$ cat src/hw/rtl/tcspq_pkg.sv
// ----------------------------------------------------------------------------
// tcspq_pkg
// Shared types, codes and decode helpers of the three-class priority queue.
// ----------------------------------------------------------------------------
package tcspq_pkg;

    localparam int QUEUE_DEPTH_DEF = 16;
    localparam int NUM_CLASSES     = 3;

    localparam int ID_W     = 31;
    localparam int TAG_W    = 32;
    localparam int PB_W     = 8;
    localparam int STATUS_W = 3;
    localparam int CLASS_W  = 2;

    localparam int IN_DATA_W  = 72;
    localparam int OUT_DATA_W = 72;

    localparam logic [STATUS_W-1:0] ST_ADDED   = 3'd0;
    localparam logic [STATUS_W-1:0] ST_INVALID = 3'd1;
    localparam logic [STATUS_W-1:0] ST_FULL    = 3'd2;
    localparam logic [STATUS_W-1:0] ST_SERVED  = 3'd3;
    localparam logic [STATUS_W-1:0] ST_EMPTY   = 3'd4;

    localparam logic [CLASS_W-1:0] CLASS_HIGH = 2'd0;
    localparam logic [CLASS_W-1:0] CLASS_MID  = 2'd1;
    localparam logic [CLASS_W-1:0] CLASS_LOW  = 2'd2;
    localparam logic [CLASS_W-1:0] CLASS_NONE = 2'd3;

    localparam logic [PB_W-1:0] PB_RED    = 8'h52;
    localparam logic [PB_W-1:0] PB_YELLOW = 8'h59;
    localparam logic [PB_W-1:0] PB_GREEN  = 8'h47;

    localparam logic ACT_ADD   = 1'b0;
    localparam logic ACT_SERVE = 1'b1;

    typedef struct packed {
        logic latch_in;
        logic exec;
        logic load_rd;
    } t_cmd;

    typedef struct packed {
        logic out_free;
        logic rd_hit;
    } t_sts;

    function automatic logic [CLASS_W-1:0] class_of(input logic [PB_W-1:0] pb);
        logic [CLASS_W-1:0] c;
        unique case (pb)
            PB_RED:    c = CLASS_HIGH;
            PB_YELLOW: c = CLASS_MID;
            PB_GREEN:  c = CLASS_LOW;
            default:   c = CLASS_NONE;
        endcase
        return c;
    endfunction

endpackage

$ cat src/hw/rtl/three_class_strict_priority_queue.sv
// ----------------------------------------------------------------------------
// three_class_strict_priority_queue
// Three FIFO classes (high 'R', middle 'Y', low 'G') of QUEUE_DEPTH entries
// each, served in strict priority order.
// ----------------------------------------------------------------------------
// Each input item yields one result item. An add, an invalid byte, a full
// class or a serve of an all-empty queue passes through the accept and
// execute states; a serve that pops an entry also passes a read state, for
// the registered read of the single-port entry store. The result sits in an
// output register, so a new item is accepted while it waits; execution of
// that item holds until the register is taken. tuser in: action; tdata in:
// entry_id, name_tag, priority_byte. tuser out: status; tdata out: served_id,
// served_tag, served_class.
// ----------------------------------------------------------------------------
module three_class_strict_priority_queue
    import tcspq_pkg::*;
#(
    parameter int QUEUE_DEPTH = QUEUE_DEPTH_DEF
) (
    input  logic                  i_clk,
    input  logic                  i_rst_n,
    input  logic                  i_s_tvalid,
    output logic                  o_s_tready,
    input  logic [IN_DATA_W-1:0]  i_s_tdata,   // entry_id[30:0] name_tag[62:31] priority_byte[70:63]
    input  logic                  i_s_tuser,   // action
    output logic                  o_m_tvalid,
    input  logic                  i_m_tready,
    output logic [OUT_DATA_W-1:0] o_m_tdata,   // served_id[30:0] served_tag[62:31] served_class[64:63]
    output logic [STATUS_W-1:0]   o_m_tuser    // status
);

    t_cmd cmd;
    t_sts sts;

    logic [ID_W-1:0]    served_id;
    logic [TAG_W-1:0]   served_tag;
    logic [CLASS_W-1:0] served_class;

    tcspq_ctrl u_ctrl (
        .i_clk      (i_clk),
        .i_rst_n    (i_rst_n),
        .i_in_valid (i_s_tvalid),
        .i_sts      (sts),
        .o_in_ready (o_s_tready),
        .o_cmd      (cmd)
    );

    tcspq_dp #(
        .QUEUE_DEPTH (QUEUE_DEPTH)
    ) u_dp (
        .i_clk           (i_clk),
        .i_rst_n         (i_rst_n),
        .i_cmd           (cmd),
        .o_sts           (sts),
        .i_action        (i_s_tuser),
        .i_entry_id      (i_s_tdata[ID_W-1:0]),
        .i_name_tag      (i_s_tdata[ID_W+TAG_W-1:ID_W]),
        .i_priority_byte (i_s_tdata[ID_W+TAG_W+PB_W-1:ID_W+TAG_W]),
        .o_out_valid     (o_m_tvalid),
        .i_out_ready     (i_m_tready),
        .o_status        (o_m_tuser),
        .o_served_id     (served_id),
        .o_served_tag    (served_tag),
        .o_served_class  (served_class)
    );

    assign o_m_tdata = {{(OUT_DATA_W - ID_W - TAG_W - CLASS_W){1'b0}},
                        served_class, served_tag, served_id};

    a_exec_slot_free: assert property (@(posedge i_clk) disable iff (!i_rst_n)
        cmd.exec |-> sts.out_free)
        else $error("item executed while result register busy");

    a_read_follows_exec: assert property (@(posedge i_clk) disable iff (!i_rst_n)
        cmd.load_rd |-> $past(cmd.exec) && $past(sts.rd_hit))
        else $error("store read result loaded without a serve hit");

    a_no_accept_busy: assert property (@(posedge i_clk) disable iff (!i_rst_n)
        o_s_tready |-> !cmd.exec && !cmd.load_rd)
        else $error("input ready while an item is in progress");

    a_unserved_zero: assert property (@(posedge i_clk) disable iff (!i_rst_n)
        (o_m_tvalid && (o_m_tuser != ST_SERVED)) |->
            (served_id == '0) && (served_tag == '0) && (served_class == CLASS_NONE))
        else $error("non-serve result carries entry data");

endmodule

$ cat src/hw/rtl/tcspq_ctrl.sv
// ----------------------------------------------------------------------------
// tcspq_ctrl
// Sequencer: takes an item, executes it once the result slot is free, and
// steps through a read state for the store read on a serve that finds an entry.
// ----------------------------------------------------------------------------
module tcspq_ctrl
    import tcspq_pkg::*;
(
    input  logic i_clk,
    input  logic i_rst_n,
    input  logic i_in_valid,
    input  t_sts i_sts,
    output logic o_in_ready,
    output t_cmd o_cmd
);

    typedef enum logic [2:0] {
        S_IDLE = 3'b001,
        S_EXEC = 3'b010,
        S_READ = 3'b100
    } t_state;

    t_state r_state;
    t_state n_state;

    always_comb begin
        n_state       = r_state;
        o_cmd.latch_in = 1'b0;
        o_cmd.exec     = 1'b0;
        o_cmd.load_rd  = 1'b0;
        o_in_ready     = 1'b0;
        unique case (r_state)
            S_IDLE: begin
                o_in_ready     = 1'b1;
                o_cmd.latch_in = i_in_valid;
                if (i_in_valid) begin
                    n_state = S_EXEC;
                end
            end
            S_EXEC: begin
                if (i_sts.out_free) begin
                    o_cmd.exec = 1'b1;
                    n_state    = i_sts.rd_hit ? S_READ : S_IDLE;
                end
            end
            S_READ: begin
                o_cmd.load_rd = 1'b1;
                n_state       = S_IDLE;
            end
            default: begin
                n_state = S_IDLE;
            end
        endcase
    end

    always_ff @(posedge i_clk) begin
        if (!i_rst_n) begin
            r_state <= S_IDLE;
        end else begin
            r_state <= n_state;
        end
    end

endmodule

$ cat src/hw/rtl/tcspq_dp.sv
// ----------------------------------------------------------------------------
// tcspq_dp
// Datapath: item register, per-class head/tail/count, entry store and the
// result register.
// ----------------------------------------------------------------------------
module tcspq_dp
    import tcspq_pkg::*;
#(
    parameter int QUEUE_DEPTH = QUEUE_DEPTH_DEF
) (
    input  logic                  i_clk,
    input  logic                  i_rst_n,
    input  t_cmd                  i_cmd,
    output t_sts                  o_sts,
    input  logic                  i_action,
    input  logic [ID_W-1:0]       i_entry_id,
    input  logic [TAG_W-1:0]      i_name_tag,
    input  logic [PB_W-1:0]       i_priority_byte,
    output logic                  o_out_valid,
    input  logic                  i_out_ready,
    output logic [STATUS_W-1:0]   o_status,
    output logic [ID_W-1:0]       o_served_id,
    output logic [TAG_W-1:0]      o_served_tag,
    output logic [CLASS_W-1:0]    o_served_class
);

    localparam int PTR_W   = $clog2(QUEUE_DEPTH);
    localparam int CNT_W   = $clog2(QUEUE_DEPTH + 1);
    localparam int MEM_D   = NUM_CLASSES * QUEUE_DEPTH;
    localparam int ADDR_W  = $clog2(MEM_D);
    localparam int ENTRY_W = ID_W + TAG_W;

    logic                 r_action;
    logic [ID_W-1:0]      r_id;
    logic [TAG_W-1:0]     r_tag;
    logic [PB_W-1:0]      r_pb;

    logic [PTR_W-1:0]     r_head  [NUM_CLASSES];
    logic [PTR_W-1:0]     r_tail  [NUM_CLASSES];
    logic [CNT_W-1:0]     r_count [NUM_CLASSES];

    logic [ENTRY_W-1:0]   r_mem [MEM_D];
    logic [ENTRY_W-1:0]   r_rd_data;
    logic [CLASS_W-1:0]   r_rd_class;

    logic                 r_out_valid;
    logic [STATUS_W-1:0]  r_out_status;
    logic [ID_W-1:0]      r_out_id;
    logic [TAG_W-1:0]     r_out_tag;
    logic [CLASS_W-1:0]   r_out_class;

    logic [CLASS_W-1:0]   add_cls;
    logic                 add_valid;
    logic                 add_full;
    logic                 add_ok;
    logic [CLASS_W-1:0]   add_sel;
    logic [CLASS_W-1:0]   srv_cls;
    logic                 srv_hit;
    logic [CLASS_W-1:0]   srv_sel;
    logic [ADDR_W-1:0]    wr_addr;
    logic [ADDR_W-1:0]    rd_addr;
    logic [STATUS_W-1:0]  ex_status;
    logic                 out_free;

    function automatic logic [PTR_W-1:0] wrap_next(input logic [PTR_W-1:0] p);
        return (p == PTR_W'(QUEUE_DEPTH - 1)) ? '0 : p + PTR_W'(1);
    endfunction

    always_comb begin
        add_cls   = class_of(r_pb);
        add_valid = (add_cls != CLASS_NONE);
        add_sel   = add_valid ? add_cls : CLASS_HIGH;
        add_full  = (r_count[add_sel] == CNT_W'(QUEUE_DEPTH));
        add_ok    = (r_action == ACT_ADD) && add_valid && !add_full;

        if (r_count[0] != '0) begin
            srv_cls = CLASS_HIGH;
        end else if (r_count[1] != '0) begin
            srv_cls = CLASS_MID;
        end else if (r_count[2] != '0) begin
            srv_cls = CLASS_LOW;
        end else begin
            srv_cls = CLASS_NONE;
        end
        srv_hit = (r_action == ACT_SERVE) && (srv_cls != CLASS_NONE);
        srv_sel = (srv_cls != CLASS_NONE) ? srv_cls : CLASS_HIGH;

        wr_addr = ADDR_W'(add_sel) * ADDR_W'(QUEUE_DEPTH) + ADDR_W'(r_tail[add_sel]);
        rd_addr = ADDR_W'(srv_sel) * ADDR_W'(QUEUE_DEPTH) + ADDR_W'(r_head[srv_sel]);

        if (r_action == ACT_SERVE) begin
            ex_status = ST_EMPTY;
        end else if (!add_valid) begin
            ex_status = ST_INVALID;
        end else if (add_full) begin
            ex_status = ST_FULL;
        end else begin
            ex_status = ST_ADDED;
        end

        out_free = !r_out_valid || i_out_ready;
    end

    assign o_sts.out_free = out_free;
    assign o_sts.rd_hit   = srv_hit;

    always_ff @(posedge i_clk) begin
        if (i_cmd.latch_in) begin
            r_action <= i_action;
            r_id     <= i_entry_id;
            r_tag    <= i_name_tag;
            r_pb     <= i_priority_byte;
        end
    end

    always_ff @(posedge i_clk) begin
        if (!i_rst_n) begin
            for (int i = 0; i < NUM_CLASSES; i++) begin
                r_head[i]  <= '0;
                r_tail[i]  <= '0;
                r_count[i] <= '0;
            end
        end else if (i_cmd.exec) begin
            if (add_ok) begin
                r_tail[add_sel]  <= wrap_next(r_tail[add_sel]);
                r_count[add_sel] <= r_count[add_sel] + CNT_W'(1);
            end else if (srv_hit) begin
                r_head[srv_sel]  <= wrap_next(r_head[srv_sel]);
                r_count[srv_sel] <= r_count[srv_sel] - CNT_W'(1);
            end
        end
    end

    always_ff @(posedge i_clk) begin
        if (i_cmd.exec && add_ok) begin
            r_mem[wr_addr] <= {r_id, r_tag};
        end
        if (i_cmd.exec && srv_hit) begin
            r_rd_data  <= r_mem[rd_addr];
            r_rd_class <= srv_cls;
        end
    end

    always_ff @(posedge i_clk) begin
        if (!i_rst_n) begin
            r_out_valid <= 1'b0;
        end else if ((i_cmd.exec && !srv_hit) || i_cmd.load_rd) begin
            r_out_valid <= 1'b1;
        end else if (i_out_ready) begin
            r_out_valid <= 1'b0;
        end
    end

    always_ff @(posedge i_clk) begin
        if (i_cmd.exec && !srv_hit) begin
            r_out_status <= ex_status;
            r_out_id     <= '0;
            r_out_tag    <= '0;
            r_out_class  <= CLASS_NONE;
        end else if (i_cmd.load_rd) begin
            r_out_status <= ST_SERVED;
            r_out_id     <= r_rd_data[ENTRY_W-1:TAG_W];
            r_out_tag    <= r_rd_data[TAG_W-1:0];
            r_out_class  <= r_rd_class;
        end
    end

    assign o_out_valid    = r_out_valid;
    assign o_status       = r_out_status;
    assign o_served_id    = r_out_id;
    assign o_served_tag   = r_out_tag;
    assign o_served_class = r_out_class;

endmodule
$ cat config.mk
export PLATFORM = sky130hd
export DESIGN_NAME = three_class_strict_priority_queue
export DESIGN_NICKNAME = d
export VERILOG_FILES = /design/src/hw/rtl/tcspq_pkg.sv /design/src/hw/rtl/three_class_strict_priority_queue.sv /design/src/hw/rtl/tcspq_ctrl.sv /design/src/hw/rtl/tcspq_dp.sv
export SDC_FILE = /design/constraint.sdc
export NUM_CORES = 2
export LEC_CHECK = 0
export BUFFER_PORTS_ARGS = -buffer_cell sky130_fd_sc_hd__clkbuf_2
export CORE_AREA = 2 2 607 609
export CTS_CLUSTER_DIAMETER = 80
export CTS_CLUSTER_SIZE = 16
export DETAILED_ROUTE_END_ITERATION = 6
export DIE_AREA = 0 0 609 611
export PLACE_DENSITY_LB_ADDON = 0.05
export SLEW_MARGIN = 20
export SYNTH_ARGS = -nofsm -noshare
export SYNTH_HDL_FRONTEND = slang
export SYNTH_SLANG_ARGS = --single-unit
export TNS_END_PERCENT = 1
$ cat constraint.sdc
create_clock -name i_clk -period 16.3 [get_ports i_clk]
set_clock_uncertainty 0.1 [all_clocks]
set_input_delay 0 -clock i_clk [delete_from_list [all_inputs] [get_ports i_clk]]
set_output_delay 0 -clock i_clk [all_outputs]
set_load 0.005 [all_outputs]
# Yosys cells after proc, flatten, opt, wreduce, memory -nomap -nowiden
# Memory sizes are Yosys's and may differ from the RTL's. A register that Yosys moved wholly into a read port is not among the register bits.
# Cells that the tools add are included.
# Widths: inputs -> output; s select.
dict set report totals {
  wordCells 104
  inputBits 77
  mem_count 4
  ramBits 3063
  register_bits 146
  output_inout_bits 77
}
# name words word_bits read_ports rd_clocked_by_memory_dff write_ports line_no
set memory_table {}
lappend memory_table {u_dp.r_mem 48 63 1 1 1 tcspq_dp.sv:42} ;# logic [ENTRY_W-1:0] r_mem [MEM_D];
lappend memory_table {u_dp.r_count 3 5 5 0 3 tcspq_dp.sv:40} ;# logic [CNT_W-1:0] r_count [NUM_CLASSES];
lappend memory_table {u_dp.r_head 3 4 1 0 3 tcspq_dp.sv:38} ;# logic [PTR_W-1:0] r_head [NUM_CLASSES];
lappend memory_table {u_dp.r_tail 3 4 1 0 3 tcspq_dp.sv:39} ;# logic [PTR_W-1:0] r_tail [NUM_CLASSES];
dict set report classes {
  mux 48
  reduce_logical 21
  n_bitwise 1
  n_eq_ne 13
  n_addsub 6
}
# operator count
set op_table {}
lappend op_table {{$eq 8x7->1 const B} 3}
lappend op_table {{$mux 1} 24}
lappend op_table {{$mux 3} 7}
lappend op_table {{$mux 2} 9}
lappend op_table {{$mux 4} 4}
lappend op_table {{$reduce_bool 5->1} 3}
lappend op_table {{$add 6x4->6} 2}
lappend op_table {{$mux 5} 2}
lappend op_table {{$reduce_or 5->1} 2}
lappend op_table {{$add 4x1->4 const B} 2}
lappend op_table {{$eq 4x4->1 const B} 2}
lappend op_table {{$reduce_or 4->1} 2}
lappend op_table {{$logic_and 1x1->1} 6}
lappend op_table {{$ne 2x2->1 const B} 3}
lappend op_table {{$pmux 2 s3} 1}
lappend op_table {{$pmux 3 s2} 1}
lappend op_table {{$add 5x1->5 const B} 1}
lappend op_table {{$eq 5x5->1 const B} 1}
lappend op_table {{$sub 5x1->5 const B} 1}
lappend op_table {{$reduce_bool 2->1} 2}
lappend op_table {{$eq 3x1->1 const B} 1}
lappend op_table {{$eq 3x2->1 const B} 1}
lappend op_table {{$eq 3x3->1 const B} 1}
lappend op_table {{$logic_not 1->1} 3}
lappend op_table {{4 further kinds} 5}

# Longest topological paths before layout
# An unclocked memory read counts as a cell.
dict set report depth {
  ltp_word 15
  ltp_mapped 19
  ltp_nobuf 13
}

# Cells and area by module
# A second synthesis with hierarchy kept.
dict set report unflattened {
  hier_cells 8959
  area_unflattened_um2 126523.8
}
# module n_inst seq_area_each_um2 cells_per_inst area_per_inst_um2
set by_module_without_submodules {}
lappend by_module_without_submodules {tcspq_dp 1 97773.8 8933 126309.9}
lappend by_module_without_submodules {tcspq_ctrl 1 60.1 18 157.7}
lappend by_module_without_submodules {three_class_strict_priority_queue 1 0.0 8 56.3}

# Worst setup path after synthesis
# No wires, ideal clock.
dict set report synth_path {
  kind {reg2reg}
  from {mem u_dp.r_count[1][1] in the netlist's numbering}
  to {mem u_dp.r_count[2][0] in the netlist's numbering (enable)}
  t_arrival_ps 7341
  stages_incl_launch_ff 13
  required_ps 15887
  path_slack_ps 8546
  period_less_slack_ps 7754
  path_buffers 1
  setup_ps 313
  cell_sequence {edfxtp_1 > or4_1 > nor2_1 > o21ai_0 > nand2_1 > inv_1 > ha_1 > nand2b_1 > nor3_1 > nand2_1 > clkbuf_1 > o32a_1 > nand2_1}
}
# item line_no
set synth_rtl {}
lappend synth_rtl {{from (decl)} tcspq_dp.sv:40}

==> impl_metrics.json <==
{
  "path_max_fanout": 117,
  "drtIter0Drc": 5982,
  "fin_util_pct": 39.15,
  "r2r_end": "u_dp.r_rd_data[8]$_DFFE_PP_",
  "worst_pin_slew_ns": 1.196,
  "startpoint_type": "flop",
  "floorplan.die.height_um": 611,
  "dp_hpwl_um": 222900,
  "postSynth.topFlopCell": "edfxtp_1",
  "synth_cells": 8247,
  "port_buffers": 145,
  "hp-start": "i_s_tdata[12]",
  "grt_pass1_wl_um": 595800,
  "crit_arrival_ns": 8.17,
  "vias_per_cell": 5.484,
  "wirelength_um": 434500,
  "tritoncts": "done",
  "powerDensity_mw_per_mm2": 112.6,
  "power_leakage_nw": 45.17,
  "num_rows": 222,
  "crit_type": "flop to flop",
  "dieArea_mm2": 0.3721,
  "yosysUniqueCellTypes": 54,
  "relSlewSlack_pct": 20.24,
  "holdPathEnd": "u_dp.r_id[12]$_DFFE_PP_",
  "clock_latency_ns": 0.97,
  "async_reset_ff_share_pct": 0,
  "dr.pass1.iters": 5,
  "ys_seq_elements": 3285,
  "die_w_um": 609,
  "globalRouteOverflowTotal": 0,
  "layout.cells.non_filler": 13460,
  "clk_pin_slew_worst_paths_ns": 0.08,
  "r2r-start": "u_dp.r_count[1][2]$_SDFFCE_PN0P_",
  "vias": 73810,
  "ys_seq_area_share_pct": 76.82,
  "grt_usage_pct": 22.81,
  "finalCriticalPeriod_ns": 7.543,
  "outcome": "finished clean",
  "ff2ff_path_depth": 18,
  "wire_per_inst_um": 32.29,
  "ctsResizeCount": 0,
  "finalHoldViolations": 0,
  "cts.sinks": 3285,
  "synth_edf_count": 3216,
  "synth.avg_cell_area_um2": 15.46,
  "r2r_slack_ns": 8.76,
  "drv_cap": 0,
  "ir_drop_v": 0.00008589,
  "ant_nets": 0,
  "antenna_found_initial": 7,
  "hold_class": "primary input to flop",
  "crit_start": "u_dp.r_count[1][2]$_SDFFCE_PN0P_",
  "cts_buffer_depth": 4,
  "place_congestion": 0.7434,
  "drcViolationCount": 0,
  "min_path_cells": 3,
  "critical_path_required_ns": 16.93,
  "ys_warn_count": 0,
  "drive_gt1_share_pct": 8.926,
  "dp.cells": 12900,
  "fin_nets": 8560,
  "cts_buffers": 233,
  "fin_ws_ns": 8.757,
  "dpl_worst_slack_ns": 8.644,
  "fmax_ghz": 0.1326,
  "drv_slew": 0,
  "core_mm2": 0.3650,
  "grt_max_degree": 155,
  "synth_area_mm2": 0.1275,
  "initial_core_util_pct": 34.94,
  "timing.final.crit_share_pct": 46.28,
  "grt_setup_unrepaired": "false",
  "finalSetupTns_ns": 0,
  "setup_violations": 0,
  "pin_count": 154,
  "end_kind": "flop",
  "h-tree-depth": 4,
  "grt_pass1_vias": 71990,
  "syn_to_final_growth_pct": 12.06,
  "clk_root_buffer_cell": "clkbuf_16"
}
## metrics by stage
| step | instance area, um2 | hold slack, ns | power (mW) |
|---|---|---|---|
| global route | 142900 | 0.1474 | 16.63 |
| global placement | 134500 | 0.07664 | 10.53 |
| finish | 142900 | 0.1715 | 16.09 |
| detailed placement | 134600 | 0.07863 | 10.54 |
| CTS | 142900 | 0.08596 | 16.28 |
| floorplan | 127500 | -0.001131 | 10.13 |
## logic make-up (layout without fill, tap and decap cells)
group                    after synthesis  in the layout  share of synthesized area [%]
multiplexers                         466            466                          3.831
adder cells (fa/ha/maj)               11             11                         0.1079
AND/OR/NAND/NOR                     2524           2524                          9.059
XOR/XNOR                               8              8                        0.05495
other                                  1             12                       0.002941
buffers and inverters                600            985                          2.012
AO/OA/AOI/OAI                       1352           1352                          8.116
flip-flops                          3285           3285                          76.82
## routing by layer
metal,GRT usage [%],vias to the layer above,part of all wire (%)
li1,-,32360,-
met1,31.53,39230,45
met2,38.77,1734,49
met3,2.170,488,3.9
met4,5.442,0,2.6
met5,0,-,0
## cells in the mapped netlist, types with 6 or more instances
cell type | n | area [um2]
nor2b_1 | 386 | 2415
a21oi_1 | 70 | 350.3
ha_1 | 11 | 137.6
nand2_1 | 1553 | 5829
inv_1 | 21 | 78.83
mux2i_1 | 443 | 4434
buf_6 | 6 | 67.56
buf_4 | 22 | 165.2
nor3_1 | 8 | 40.04
a311oi_1 | 440 | 3854
nand3_1 | 131 | 655.6
nand2b_1 | 9 | 56.30
a211oi_1 | 506 | 3799
mux4_2 | 16 | 360.4
nor2_1 | 83 | 311.6
buf_1 | 26 | 97.59
buf_2 | 149 | 745.7
a31oi_1 | 129 | 807.0
and2_0 | 8 | 50.05
nor4_1 | 188 | 1176
dfxtp_1 | 69 | 1381
edfxtp_1 | 3216 | 96570
o21ai_0 | 9 | 45.04
and3_1 | 14 | 87.58
a32o_1 | 62 | 620.6
clkbuf_1 | 375 | 1408
o22ai_1 | 125 | 782.0
and2_1 | 125 | 782.0
## layout by cell type, fill, tap and decap left out, types with 130 or more instances in the layout
| master | instances |
|---|---|
| clkbuf_1 | 138 |
| nor2b_1 | 386 |
| dlygate4sd3_1 | 152 |
| nand2_1 | 1546 |
| clkbuf_2 | 145 |
| mux2i_1 | 441 |
| clkbuf_16 | 238 |
| buf_4 | 246 |
| nand3_1 | 130 |
| nor4_1 | 186 |
| edfxtp_1 | 3216 |
| a311oi_1 | 440 |
| a211oi_1 | 506 |
## layout make-up
class                           count  area [um2]
Fill cell                       33840      222100
Antenna cell                        5       12.51
Sequential cell                  3285       97950
Inverter                           22       97.59
Clock buffer                      381        6543
Timing Repair Buffer              562        4482
Multi-Input combinational cell   4368       27560
Clock inverter                     20       222.7
Tap cell                         4816        6026
## how the worst max path moves through the flow
| stage | slack (ns) | endpoint | cells after the start |
|---|---|---|---|
| final | 8.76 | u_dp.r_rd_data[8]$_DFFE_PP_ | 18 |
| after global routing | 8.19 | u_dp.r_rd_data[8]$_DFFE_PP_ | 18 |
| after CTS | 8.62 | u_dp.r_rd_data[8]$_DFFE_PP_ | 18 |
| after detailed placement | 8.64 | u_dp.r_rd_data[7]$_DFFE_PP_ | 18 |
| after global placement | 8.64 | u_dp.r_rd_data[8]$_DFFE_PP_ | 18 |
| after floorplan | 8.55 | u_dp.r_count[2][0]$_SDFFCE_PN0P_ | 12 |
## critical path: stages, from the launching register on
cell and delay (ns):
edfxtp_1 0.43, or4_1 0.53, nor2_1 0.15, o21ai_0 0.10, nand2_1 0.11, ha_1 0.15
buf_4 0.36, mux2_4 0.61, mux2i_4 0.15, buf_12 0.28, inv_8 0.54, buf_4 0.80
buf_4 0.84, buf_4 0.65, and2_1 0.22, a211oi_1 0.05, a311oi_1 0.46, nor4_1 0.17
nor4_1 0.43
## flip-flops by register name, summed over array words and instances (netlist names)
name,flops
u_dp.o_served_id,31
u_dp.r_count,20
u_dp.r_tag,32
u_dp.o_out_valid,1
u_dp.o_status,3
u_dp.o_served_class,2
u_dp.r_rd_class,2
u_dp.r_pb,8
u_dp.r_head,16
u_dp.r_tail,16
u_ctrl.r_state,3
u_dp.o_served_tag,32
u_dp.r_mem,3024
u_dp.r_id,31
u_dp.r_action,1
u_dp.r_rd_data,63
## what timing repair did
action | 4_1_cts | 5_1_grt
buffers inserted | 0 | 0
hold buffers | 152 | 0
hold endpoints to repair | 164 | 0
endpoints found under the setup margin | 0 | 0
## power breakdown
part,switching (mW),leakage (nW),internal (mW)
combinational,0.691,12.4,0.289
sequential,0.0328,29.6,9.35
clock,2.97,3.23,2.76
(Power assumes the default switching activity.)
